`src/design/pts_pkg.sv`:
```
`timescale 1ns / 1ps
// ----------------------------------------------------------------------------
// Point-to-screen plotter package
// Shared widths, constants and payload types of the viewport transform.
// ----------------------------------------------------------------------------
package pts_pkg;

	// Screen mapping constants.
	localparam int SCREEN_SPAN = 128;
	localparam int ROW_OFFSET  = 32;

	// Field widths.
	localparam int COORD_W   = 16;
	localparam int PIX_W     = 8;
	localparam int CFG_IDX_W = 2;

	// Magnitude of a coordinate and of its scaled value (|v| * 7 / 6 < 2^16).
	localparam int MAG_W    = 16;
	localparam int SCALED_W = MAG_W + 1;
	localparam int DIFF_W   = SCALED_W + 1;

	// A window span is at most 65535, and the clipped numerator never exceeds it.
	localparam int SPAN_W = 16;

	// The quotient num * SCREEN_SPAN / span lies in 0 .. SCREEN_SPAN.
	localparam int QUO_W = $clog2(SCREEN_SPAN + 1);
	localparam int REM_W = SPAN_W + QUO_W;

	// Scaling by 7/6 is a multiplication by a rounded-up reciprocal of 6.
	// With a shift of 21 the floor is exact for every product below 2^19.
	localparam int SCALE_NUM   = 7;
	localparam int SCALE_DEN   = 6;
	localparam int RECIP_SHIFT = 21;
	localparam longint SCALE_RECIP =
		((longint'(1) << RECIP_SHIFT) + SCALE_DEN - 1) / SCALE_DEN;
	localparam int SCALE_MUL_W = 22;
	localparam logic [SCALE_MUL_W-1:0] SCALE_MUL = SCALE_MUL_W'(SCALE_NUM * SCALE_RECIP);
	localparam int MULT_W = MAG_W + SCALE_MUL_W;

	localparam logic [PIX_W-1:0] ROW_BASE = PIX_W'(ROW_OFFSET);

	typedef struct packed {
		logic signed [COORD_W-1:0] point_x;
		logic signed [COORD_W-1:0] point_y;
	} point_t;

	typedef struct packed {
		logic [PIX_W-1:0] pixel_col;
		logic [PIX_W-1:0] pixel_row;
		logic             block_last;
	} pixel_t;

	// Division request for both axes: num / span, scaled by SCREEN_SPAN.
	typedef struct packed {
		logic [SPAN_W-1:0] num_x;
		logic [SPAN_W-1:0] span_x;
		logic [SPAN_W-1:0] num_y;
		logic [SPAN_W-1:0] span_y;
	} div_req_t;

	typedef struct packed {
		logic [QUO_W-1:0] quo_x;
		logic [QUO_W-1:0] quo_y;
	} div_res_t;

endpackage

```
`src/design/pts_div_pipe.sv`:
```
`timescale 1ns / 1ps
// ----------------------------------------------------------------------------
// Pipelined screen divider
// Computes num * SCREEN_SPAN / span for both axes, one quotient bit per restoring stage.
// ----------------------------------------------------------------------------
module pts_div_pipe (
	input  logic              clk,
	input  logic              arst_n,
	input  logic              in_valid,
	output logic              in_ready,
	input  pts_pkg::div_req_t in_req,
	output logic              out_valid,
	input  logic              out_ready,
	output pts_pkg::div_res_t out_res
);
	import pts_pkg::*;

	localparam int NST  = QUO_W + 1;
	localparam int LAST = NST - 1;

	logic [NST-1:0]    vld_s;
	logic [NST:0]      take;
	logic [REM_W-1:0]  rem_s [NST][2];
	logic [SPAN_W-1:0] den_s [NST][2];
	logic [QUO_W-1:0]  quo_s [NST][2];
	logic [SPAN_W-1:0] num_in [2];
	logic [SPAN_W-1:0] den_in [2];

	assign num_in[0] = in_req.num_x;
	assign num_in[1] = in_req.num_y;
	assign den_in[0] = in_req.span_x;
	assign den_in[1] = in_req.span_y;

	// A stage loads when it is empty or its content moves on.
	always_comb begin
		take[NST] = out_ready;
		for (int i = NST - 1; i >= 0; i--) begin
			take[i] = !vld_s[i] || take[i+1];
		end
	end

	assign in_ready = take[0];

	always_ff @(posedge clk or negedge arst_n) begin
		if (!arst_n) begin
			vld_s <= '0;
		end else begin
			if (take[0]) begin
				vld_s[0] <= in_valid;
			end
			for (int i = 1; i < NST; i++) begin
				if (take[i]) begin
					vld_s[i] <= vld_s[i-1];
				end
			end
		end
	end

	// First stage scales the numerator.
	always_ff @(posedge clk) begin
		if (take[0]) begin
			for (int l = 0; l < 2; l++) begin
				rem_s[0][l] <= REM_W'(num_in[l]) * REM_W'(SCREEN_SPAN);
				den_s[0][l] <= den_in[l];
				quo_s[0][l] <= '0;
			end
		end
	end

	// Restoring steps, most significant quotient bit first. A zero span never
	// sets a bit, so its quotient stays zero.
	for (genvar i = 1; i < NST; i++) begin : g_step
		localparam int QB = QUO_W - i;
		for (genvar l = 0; l < 2; l++) begin : g_lane
			logic [REM_W-1:0] dsh;
			logic [REM_W:0]   trial;
			logic             hit;

			assign dsh   = REM_W'(den_s[i-1][l]) << QB;
			assign trial = {1'b0, rem_s[i-1][l]} - {1'b0, dsh};
			assign hit   = (den_s[i-1][l] != '0) && !trial[REM_W];

			always_ff @(posedge clk) begin
				if (take[i]) begin
					rem_s[i][l] <= hit ? trial[REM_W-1:0] : rem_s[i-1][l];
					den_s[i][l] <= den_s[i-1][l];
					quo_s[i][l] <= quo_s[i-1][l] | (QUO_W'(hit) << QB);
				end
			end
		end
	end

	assign out_valid     = vld_s[LAST];
	assign out_res.quo_x = quo_s[LAST][0];
	assign out_res.quo_y = quo_s[LAST][1];

`ifndef ASSERT_OFF
	a_quo_range: assert property (@(posedge clk) disable iff (!arst_n)
		out_valid |-> (out_res.quo_x <= QUO_W'(SCREEN_SPAN))
			&& (out_res.quo_y <= QUO_W'(SCREEN_SPAN)))
		else $error("quotient beyond screen span");

	a_zero_span: assert property (@(posedge clk) disable iff (!arst_n)
		out_valid && ((den_s[LAST][0] == '0) || (den_s[LAST][1] == '0))
			|-> ((den_s[LAST][0] != '0) || (quo_s[LAST][0] == '0))
			&& ((den_s[LAST][1] != '0) || (quo_s[LAST][1] == '0)))
		else $error("zero span gave a nonzero quotient");

	a_rem_below: assert property (@(posedge clk) disable iff (!arst_n)
		out_valid |-> ((den_s[LAST][0] == '0) || (rem_s[LAST][0] < REM_W'(den_s[LAST][0])))
			&& ((den_s[LAST][1] == '0) || (rem_s[LAST][1] < REM_W'(den_s[LAST][1]))))
		else $error("final remainder not below the span");

	a_hold: assert property (@(posedge clk) disable iff (!arst_n)
		out_valid && !out_ready |=> out_valid && $stable(out_res))
		else $error("stalled quotient changed");
`endif

endmodule

```
`src/design/point_to_screen_plotter.sv`:
```
`timescale 1ns / 1ps
// ----------------------------------------------------------------------------
// Point-to-screen plotter
// Scales a world point by 7/6, clips it to a window and maps it to a 2x2
// pixel block on screen.
// ----------------------------------------------------------------------------
//
//  channel   direction  handshake                 payload
//  point     in         point_valid / point_stall point_data (point_x, point_y)
//  pixel     out        pixel_valid / pixel_stall pixel_data (col, row, last)
//  config    in         cfg_we                    cfg_index, cfg_data
//
// A point request is accepted in any cycle in which the first stage is free,
// so points enter back to back until the pipeline fills. The first pixel is
// offered once its point has passed stages 1 to 4, the divider stages and
// the pixel serializer.
// Each point inside the window leaves as four pixel requests, one per cycle
// while pixel_stall is low; the serializer takes the next point as the last
// pixel leaves. A point outside the window drops out after the clip stage.
// Reset empties the pipeline and loads the window to +/-2500; no clearing pass.
// A stall on the pixel side backs up stage by stage; nothing is lost.
//
module point_to_screen_plotter (
	input  logic                            clk,
	input  logic                            arst_n,
	input  logic                            point_valid,
	output logic                            point_stall,
	input  pts_pkg::point_t                 point_data,
	output logic                            pixel_valid,
	input  logic                            pixel_stall,
	output pts_pkg::pixel_t                 pixel_data,
	input  logic                            cfg_we,
	input  logic [pts_pkg::CFG_IDX_W-1:0]   cfg_index,
	input  logic [pts_pkg::COORD_W-1:0]     cfg_data
);
	import pts_pkg::*;

	// Register indexes of the configuration port.
	localparam logic [CFG_IDX_W-1:0] REG_WIN_X_MIN = 2'd0;
	localparam logic [CFG_IDX_W-1:0] REG_WIN_X_MAX = 2'd1;
	localparam logic [CFG_IDX_W-1:0] REG_WIN_Y_MIN = 2'd2;
	localparam logic [CFG_IDX_W-1:0] REG_WIN_Y_MAX = 2'd3;

	localparam logic signed [COORD_W-1:0] WIN_MIN_RST = -16'sd2500;
	localparam logic signed [COORD_W-1:0] WIN_MAX_RST = 16'sd2500;

	// Pixel position inside the 2x2 block.
	localparam logic [1:0] PIX_FIRST = 2'd0;
	localparam logic [1:0] PIX_LAST  = 2'd3;

	logic signed [COORD_W-1:0] win_x_min_q, win_x_max_q, win_y_min_q, win_y_max_q;

	// Window registers. The user must write them only while the pipeline is empty; the block does not enforce it.
	always_ff @(posedge clk or negedge arst_n) begin
		if (!arst_n) begin
			win_x_min_q <= WIN_MIN_RST;
			win_x_max_q <= WIN_MAX_RST;
			win_y_min_q <= WIN_MIN_RST;
			win_y_max_q <= WIN_MAX_RST;
		end else if (cfg_we) begin
			case (cfg_index)
				REG_WIN_X_MIN: win_x_min_q <= cfg_data;
				REG_WIN_X_MAX: win_x_max_q <= cfg_data;
				REG_WIN_Y_MIN: win_y_min_q <= cfg_data;
				REG_WIN_Y_MAX: win_y_max_q <= cfg_data;
				default: ;
			endcase
		end
	end

	// Pipeline flow control: a stage loads when it is empty or its content
	// moves on in the same cycle.
	logic vld_s1, vld_s2, vld_s3, vld_s4;
	logic take_s1, take_s2, take_s3, take_s4;
	logic div_in_ready, div_out_valid, div_out_ready;

	assign take_s4     = !vld_s4 || div_in_ready;
	assign take_s3     = !vld_s3 || take_s4;
	assign take_s2     = !vld_s2 || take_s3;
	assign take_s1     = !vld_s1 || take_s2;
	assign point_stall = !take_s1;

	// Stage 1: sign and magnitude. The division truncates toward zero, so the
	// magnitude is scaled and the sign put back afterward.
	logic             neg_x_s1, neg_y_s1;
	logic [MAG_W-1:0] mag_x_s1, mag_y_s1;
	logic [MAG_W-1:0] mag_x, mag_y;

	assign mag_x = point_data.point_x[COORD_W-1] ?
		MAG_W'(-point_data.point_x) : MAG_W'(point_data.point_x);
	assign mag_y = point_data.point_y[COORD_W-1] ?
		MAG_W'(-point_data.point_y) : MAG_W'(point_data.point_y);

	always_ff @(posedge clk) begin
		if (take_s1) begin
			neg_x_s1 <= point_data.point_x[COORD_W-1];
			neg_y_s1 <= point_data.point_y[COORD_W-1];
			mag_x_s1 <= mag_x;
			mag_y_s1 <= mag_y;
		end
	end

	// Stage 2: |v| * 7 / 6 through the reciprocal multiplier.
	logic              neg_x_s2, neg_y_s2;
	logic [MAG_W-1:0]  scl_x_s2, scl_y_s2;
	logic [MULT_W-1:0] prod_x, prod_y;

	assign prod_x = MULT_W'(mag_x_s1) * MULT_W'(SCALE_MUL);
	assign prod_y = MULT_W'(mag_y_s1) * MULT_W'(SCALE_MUL);

	always_ff @(posedge clk) begin
		if (take_s2) begin
			neg_x_s2 <= neg_x_s1;
			neg_y_s2 <= neg_y_s1;
			scl_x_s2 <= prod_x[RECIP_SHIFT +: MAG_W];
			scl_y_s2 <= prod_y[RECIP_SHIFT +: MAG_W];
		end
	end

	// Stage 3: restore the sign of the scaled point.
	logic signed [SCALED_W-1:0] pos_x_s3, pos_y_s3;
	logic signed [SCALED_W-1:0] unsg_x, unsg_y;

	assign unsg_x = {1'b0, scl_x_s2};
	assign unsg_y = {1'b0, scl_y_s2};

	always_ff @(posedge clk) begin
		if (take_s3) begin
			pos_x_s3 <= neg_x_s2 ? -unsg_x : unsg_x;
			pos_y_s3 <= neg_y_s2 ? -unsg_y : unsg_y;
		end
	end

	// Stage 4: clip. The four distances to the window edges are all
	// nonnegative exactly when the point is inside, bounds included. The
	// distance from the left edge and from the top edge are the numerators.
	logic signed [DIFF_W-1:0] x_ext, y_ext;
	logic signed [DIFF_W-1:0] xmin_ext, xmax_ext, ymin_ext, ymax_ext;
	logic signed [DIFF_W-1:0] dx_lo, dx_hi, dy_lo, dy_hi, spx, spy;
	logic                     in_win;
	div_req_t                 div_req_s4;
	div_res_t                 div_res;

	always_comb begin
		x_ext    = {{(DIFF_W-SCALED_W){pos_x_s3[SCALED_W-1]}}, pos_x_s3};
		y_ext    = {{(DIFF_W-SCALED_W){pos_y_s3[SCALED_W-1]}}, pos_y_s3};
		xmin_ext = {{(DIFF_W-COORD_W){win_x_min_q[COORD_W-1]}}, win_x_min_q};
		xmax_ext = {{(DIFF_W-COORD_W){win_x_max_q[COORD_W-1]}}, win_x_max_q};
		ymin_ext = {{(DIFF_W-COORD_W){win_y_min_q[COORD_W-1]}}, win_y_min_q};
		ymax_ext = {{(DIFF_W-COORD_W){win_y_max_q[COORD_W-1]}}, win_y_max_q};
		dx_lo    = x_ext - xmin_ext;
		dx_hi    = xmax_ext - x_ext;
		dy_lo    = y_ext - ymin_ext;
		dy_hi    = ymax_ext - y_ext;
		spx      = xmax_ext - xmin_ext;
		spy      = ymax_ext - ymin_ext;
		in_win   = !dx_lo[DIFF_W-1] && !dx_hi[DIFF_W-1]
			&& !dy_lo[DIFF_W-1] && !dy_hi[DIFF_W-1];
	end

	always_ff @(posedge clk) begin
		if (take_s4) begin
			div_req_s4.num_x  <= dx_lo[SPAN_W-1:0];
			div_req_s4.span_x <= spx[SPAN_W-1:0];
			div_req_s4.num_y  <= dy_hi[SPAN_W-1:0];
			div_req_s4.span_y <= spy[SPAN_W-1:0];
		end
	end

	// Valid bits of the front stages; a clipped point leaves no valid bit.
	always_ff @(posedge clk or negedge arst_n) begin
		if (!arst_n) begin
			vld_s1 <= 1'b0;
			vld_s2 <= 1'b0;
			vld_s3 <= 1'b0;
			vld_s4 <= 1'b0;
		end else begin
			if (take_s1) begin
				vld_s1 <= point_valid;
			end
			if (take_s2) begin
				vld_s2 <= vld_s1;
			end
			if (take_s3) begin
				vld_s3 <= vld_s2;
			end
			if (take_s4) begin
				vld_s4 <= vld_s3 && in_win;
			end
		end
	end

	// Stages 5 and on: the screen divider, one quotient bit per restoring stage.
	pts_div_pipe u_div (
		.clk       (clk),
		.arst_n    (arst_n),
		.in_valid  (vld_s4),
		.in_ready  (div_in_ready),
		.in_req    (div_req_s4),
		.out_valid (div_out_valid),
		.out_ready (div_out_ready),
		.out_res   (div_res)
	);

	// Pixel serializer: holds the block corner and steps through the four
	// pixels. It takes the next point as the last pixel leaves.
	logic             pixel_valid_q;
	logic [1:0]       pix_cnt_q;
	logic [PIX_W-1:0] base_col_q, base_row_q;
	logic             pix_fire;

	assign pix_fire      = pixel_valid_q && !pixel_stall;
	assign div_out_ready = !pixel_valid_q || (pix_fire && (pix_cnt_q == PIX_LAST));

	always_ff @(posedge clk or negedge arst_n) begin
		if (!arst_n) begin
			pixel_valid_q <= 1'b0;
			pix_cnt_q     <= PIX_FIRST;
		end else if (div_out_ready) begin
			pixel_valid_q <= div_out_valid;
			pix_cnt_q     <= PIX_FIRST;
		end else if (pix_fire) begin
			pix_cnt_q <= pix_cnt_q + 2'd1;
		end
	end

	// Column and row wrap to eight bits.
	always_ff @(posedge clk) begin
		if (div_out_ready && div_out_valid) begin
			base_col_q <= PIX_W'(div_res.quo_x);
			base_row_q <= ROW_BASE + PIX_W'(div_res.quo_y);
		end
	end

	assign pixel_valid = pixel_valid_q;

	always_comb begin
		pixel_data.pixel_col  = base_col_q + PIX_W'(pix_cnt_q[0]);
		pixel_data.pixel_row  = base_row_q + PIX_W'(pix_cnt_q[1]);
		pixel_data.block_last = (pix_cnt_q == PIX_LAST);
	end

`ifndef ASSERT_OFF
	a_stall_full: assert property (@(posedge clk) disable iff (!arst_n)
		point_stall |-> vld_s1)
		else $error("point stalled while the first stage is free");

	a_num_in_span: assert property (@(posedge clk) disable iff (!arst_n)
		vld_s4 |-> (div_req_s4.num_x <= div_req_s4.span_x)
			&& (div_req_s4.num_y <= div_req_s4.span_y))
		else $error("clipped numerator exceeds the span");

	a_block_whole: assert property (@(posedge clk) disable iff (!arst_n)
		pix_fire && !pixel_data.block_last |=> pixel_valid)
		else $error("pixel block cut short");

	a_block_step: assert property (@(posedge clk) disable iff (!arst_n)
		pix_fire && (pix_cnt_q == PIX_FIRST)
			|=> (pixel_data.pixel_col == $past(pixel_data.pixel_col) + PIX_W'(1))
			&& (pixel_data.pixel_row == $past(pixel_data.pixel_row)))
		else $error("second pixel not right of the first");
`endif

endmodule
```
`config.mk`:
```
export PLATFORM = sky130hd
export DESIGN_NAME = point_to_screen_plotter
export DESIGN_NICKNAME = d
export VERILOG_FILES = /design/src/design/pts_pkg.sv /design/src/design/pts_div_pipe.sv /design/src/design/point_to_screen_plotter.sv
export SDC_FILE = /design/constraint.sdc
export NUM_CORES = 2
export LEC_CHECK = 0
export ABC_AREA = 1
export BUFFER_PORTS_ARGS = -buffer_cell sky130_fd_sc_hd__buf_2
export CAP_MARGIN = 20
export CORE_UTILIZATION = 30
export DETAILED_ROUTE_END_ITERATION = 12
export PLACE_DENSITY = 0.4
export SETUP_SLACK_MARGIN = 0.5
export SYNTH_ARGS = -nofsm -noshare
export SYNTH_HDL_FRONTEND = slang
export SYNTH_SLANG_ARGS = --single-unit
```
`constraint.sdc`:
```
create_clock -name clk -period 8.1 [get_ports clk]
set_input_delay 0.405 -clock clk [delete_from_list [all_inputs] [get_ports clk]]
set_output_delay 0.405 -clock clk [all_outputs]
set_load 0.05 [all_outputs]
```
Yosys cells after proc, flatten, opt, wreduce, memory -nomap -nowiden

Memories as Yosys holds them, arrays and structs flattened.
Cells that the tools add are included.

Flip-flop bits (word level): 262
Output and inout port bits: 19
Memories kept: 3
Memory bits (writable): 864
Word-level logic and storage cells: 229
Bits of input ports: 55

Memory list:

| name        | depth | width | read ports | clocked after memory_dff | write ports | line               | RTL |
|---|---|---|---|---|---|---|---|
| u_div.rem_s | 9     | 48    | 8          | 0                        | 9           | pts_div_pipe.sv:23 | `logic [REM_W-1:0] rem_s [NST][2];` |
| u_div.den_s | 9     | 32    | 8          | 0                        | 9           | pts_div_pipe.sv:24 | `logic [SPAN_W-1:0] den_s [NST][2];` |
| u_div.quo_s | 9     | 16    | 9          | 0                        | 9           | pts_div_pipe.sv:25 | `logic [QUO_W-1:0] quo_s [NST][2];` |

Bitwise operators: 16
$mul: 2
Equality and inequality tests: 4
Mux-type cells: 40
Reductions and logical operators: 95
Add/sub/neg operators: 30

Operator list:

| cell                   | number |
|---|---|
| $mux 24                | 16 |
| $reduce_bool 16->1     | 16 |
| $mul 16x21->36 const B | 2 |
| $sub 24x16->25         | 2 |
| $sub 24x17->25         | 2 |
| $sub 24x18->25         | 2 |
| $sub 24x19->25         | 2 |
| $sub 24x20->25         | 2 |
| $sub 24x21->25         | 2 |
| $sub 24x22->25         | 2 |
| $sub 24x23->25         | 2 |
| $logic_not 1->1        | 36 |
| $sub 16x17->18         | 2 |
| $sub 17x16->18         | 2 |
| $neg 16->17            | 2 |
| $mux 16                | 2 |
| $neg 16->16            | 2 |
| $sub 16x16->16         | 2 |
| $mux 15                | 2 |
| $logic_and 1x1->1      | 23 |
| $mux 1                 | 18 |
| $add 8x1->8            | 2 |
| $or 8x1->8             | 2 |
| $or 8x2->8             | 2 |
| 15 further kinds       | 40 |

Longest topological paths before layout

Depth in word-level cells: 18
Gate-level depth with buffers: 23

Hierarchy

From an unflattened synthesis, not the netlist that was laid out.

Cells, all modules: 7,939
Area total of the unflattened synthesis: 65,930.7 µm²

By module, submodules not included:

| module                  | times used | area each (µm²) | cells each |
|---|---|---|---|
| pts_div_pipe            | 1          | 41,144.5        | 5,167 |
| point_to_screen_plotter | 1          | 24,786.3        | 2,772 |

Least setup slack after synthesis

No wires, ideal clock.

Path kind: register -> register
Start point: register pix_cnt_q[0]
End point: memory u_div.den_s[3][0] (netlist name) (enable)
Data arrival time: 6,956 ps
Cell stages (with the launch flop): 12
Data required time: 7,670 ps
Clock period less this slack: 7,386 ps
Library setup time: 430 ps
Buffers on the path: 0
Setup slack: 714 ps
Cells stage by stage: dfrtp_1 > ha_1 > inv_1 > nand2_2 > nand2_4 > nand4_4 > nor2_4 > inv_1 > nor2_1 > inv_1 > nor2_1 > inv_1

RTL lines:

| item                   | line                           | RTL |
|---|---|---|
| start, declared        | point_to_screen_plotter.sv:208 | `logic [1:0] pix_cnt_q;` |
| start signal, assigned | point_to_screen_plotter.sv:223 | `pix_cnt_q <= pix_cnt_q + 2'd1;` |
| end, declared          | pts_div_pipe.sv:24             |  |

Final worst setup path

Start point: register mag_y_s1[3]
End point: register scl_y_s2[5], data pin

Cells in the longest elaborated chain, start to end: 1

RTL lines:

| item                   | line                           | RTL |
|---|---|---|
| start, declared        | point_to_screen_plotter.sv:86  | `logic [MAG_W-1:0] mag_x_s1, mag_y_s1;` |
| start signal, assigned | point_to_screen_plotter.sv:99  | `mag_y_s1 <= mag_y;` |
| $mul 16x21->36         | point_to_screen_plotter.sv:109 | `assign prod_y = MULT_W'(mag_y_s1) * MULT_W'(SCALE_MUL);` |
| net prod_y[26]         | point_to_screen_plotter.sv:106 | `logic [MULT_W-1:0] prod_x, prod_y;` |
| end signal, assigned   | point_to_screen_plotter.sv:116 | `scl_y_s2 <= prod_y[RECIP_SHIFT +: MAG_W];` |
| end, declared          | point_to_screen_plotter.sv:105 | `logic [MAG_W-1:0] scl_x_s2, scl_y_s2;` |

The timed path passes the listed nets, and every way through them passes these cells.
A chain may end at the register's enable or synchronous reset.

==> impl_metrics.tcl <==
set metrics [dict create \
    clk_pin_slew_ns 0.06 \
    synth_top_area_cell "edfxtp_1" \
    ff2ff_path_depth 19 \
    r2r-start "mag_y_s1[3]" \
    ys_warn_count 0 \
    final_cell_mix "nand2_1 (1478), inv_1 (1136), edfxtp_1 (822), ha_1 (618), nor2_1 (460)" \
    crit_type "reg2reg" \
    die_h_um 459.2 \
    async_flop_share 0.08869 \
    synth_cells 6868 \
    critPathCaptureType "flip-flop" \
    grt_pass1_wl_um 275000 \
    outcome "finished clean" \
    die_w_um 459.2 \
    hold_depth 1 \
    timing.hold.ws_ns 0.07431 \
    reg2reg_to "scl_y_s2[5]" \
    grt_pass1_vias 46746 \
    clock_latency_ns 0.74 \
    tns_ns 0 \
    htreeDepth 3 \
    hold_viol 0 \
    grt-ovfl-total 0 \
    gp_congestion 0.8622 \
    finalSetupViolCount 0 \
    clock_skew_ns 0.01895 \
    wirelength_um 178500 \
    postCtsSetupRepairBufs 0 \
    start_util 0.3023 \
    critPathArrivalTime_ns 6.16 \
    drive_above_1_share 0.05673 \
    min_period_ns 5.674 \
    drt_first_iter_violations 2560 \
    final-max-slew-violation-count 0 \
    avgSynthCellArea_um2 9.132 \
    grt_usage 0.1687 \
    syn_area_um2 62720 \
    ys_ff_latch 902 \
    vias 45962 \
    synth_area_leaders "edfxtp_1 (39%), ha_1 (12%), nand2_1 (8.9%)" \
    cts_sinks 902 \
    rows 167 \
    post_drt_via_cell_ratio 4.630 \
    min_from "point_data[15]" \
    io_pins 74 \
    fillCellCount 21421 \
    synth_seq_area_share 0.4261 \
    cts_tree "built" \
    synthesis.nets 7733 \
    core-area_um2 207500 \
    fin_nets 7913 \
    hp-class "in2reg" \
    synth_cell_types 60 \
    area_delta_synth_final_pct 12.33 \
    fmax_ghz 0.1762 \
    startpoint_type "flip-flop" \
    rrSetupSlack_ns 2.43 \
    timing.final.crit_share 0.7005 \
    hold_path_end "neg_y_s1" \
    antenna_found_initial 4 \
    grt_max_degree 77 \
    drv_cap 0 \
    synth_edf_count 822 \
    maxSlewHeadroom 0.3480 \
    synth.top_cell.area_share 0.3935 \
    dp_hpwl_um 148100 \
    postRouteAntennaNets 0 \
    drc 0 \
    drt_first_pass_iters 6 \
    mostFrequentLayoutCell "nand2_1" \
    synth_ff_type "edfxtp_1" \
    clock_path_buffers 3 \
    cts-root-buf "clkbuf_16" \
    critPathMaxFanout 5 \
    fin_util 0.3396 \
    wire_per_inst_um 17.98 \
    die_area_um2 210900 \
    numPortBuffers 73 \
    tightest_slew_ns 0.9745 \
    required_ns 8.59 \
    rsz0062_at_grt "false" \
    numCtsBuffers 110 \
]
-- cell type report --
| type | count | area [um2] | area share |
|---|---|---|---|
| well taps | 2788 | 3488 | 0.04951 |
| flip-flops and latches | 902 | 26720 | 0.3793 |
| inverters | 1154 | 4334 | 0.06152 |
| clock buffers | 136 | 2964 | 0.04207 |
| repair buffers | 129 | 910.9 | 0.01293 |
| multi-input cells | 4751 | 31250 | 0.4435 |
| clock inverters | 67 | 783.3 | 0.01112 |
| diodes | 1 | 2.502 | 0.00003552 |
-- worst max-delay path by stage --
stage / startpoint / to / slack [ns] / cells after the start
4_1_cts: mag_x_s1[3] / scl_x_s2[15] / 2.46 / 19
6_report: mag_y_s1[3] / scl_y_s2[5] / 2.43 / 19
3_5_place_dp: mag_y_s1[3] / scl_y_s2[5] / 2.48 / 19
3_3_place_gp: mag_y_s1[3] / scl_y_s2[7] / 2.51 / 19
2_1_floorplan: pix_cnt_q[0] / u_div.den_s[3][0] / 0.71 / 11
5_1_grt: mag_x_s1[3] / scl_x_s2[15] / 2.17 / 19
-- state kept, by name, summed over array words and instances, names as in the netlist, 17 cells and up --
signal       count
div_req_s4      64
u_div.den_s    256
u_div.rem_s    312
pos_y_s3        17
pos_x_s3        17
u_div.quo_s     72
-- per-layer routing --
metal | track usage | wire length (um)
met5 | 0 | 0
met4 | 0.04507 | 4861
met3 | 0.01937 | 4908
met2 | 0.3069 | 90100
met1 | 0.2090 | 78600
-- metrics by stage --
stage                     cells  worst slack, ns  area, um2
after CTS                  9924            2.465      70390
final                      9928            2.426      70450
after detailed placement   9686            2.479      66300
after floorplan            6868           0.7136      62720
after global placement     9686            2.513      66300
after global routing       9928            2.165      70450
-- worst max-delay path, cell delays in order (launching register included) --
cell      delay (ns)
edfxtp_1        0.48
ha_1            0.37
inv_1           0.09
fa_1            0.60
fa_1            0.56
inv_1           0.05
fa_1            0.47
inv_1           0.05
fa_1            0.53
inv_1           0.06
fa_1            0.48
ha_1            0.33
nand2_1         0.12
nor2_1          0.22
nand2_1         0.08
o21ai_0         0.54
and2_1          0.24
nor2_1          0.04
nand2_1         0.07
nand2_1         0.05
-- Yosys cell counts (15+ instances only) --
cell type	instances
nand3b_1	50
nor3_1	82
o21ai_1	143
nand3_1	272
dfstp_2	30
xor2_1	178
xnor2_1	148
nand2_1	1480
ha_1	618
dfrtp_1	50
buf_2	15
edfxtp_1	822
fa_1	192
o21a_1	18
o21bai_1	27
inv_1	1140
buf_6	20
clkbuf_1	17
a21o_1	38
nand2_2	17
nor2_1	461
a21oi_1	375
o21ai_0	332
nand4_1	73
a31oi_1	35
nor4_1	73
-- kinds of logic after synthesis --
family / after synthesis / share of synthesized area
compound gates: 1055 / 0.09342
xor+xnor: 326 / 0.04552
fa+ha+maj: 810 / 0.1846
buf+inv: 1215 / 0.07594
flops: 902 / 0.4261
simple gates: 2560 / 0.1745
-- timing repair --
action                    CTS  global route
hold endpoints to repair   79             0
hold buffers               35             0
resized for setup           0             0
Power is not shown: default switching activity piles up to over one toggle a cycle in this logic, so the estimate is an artifact.
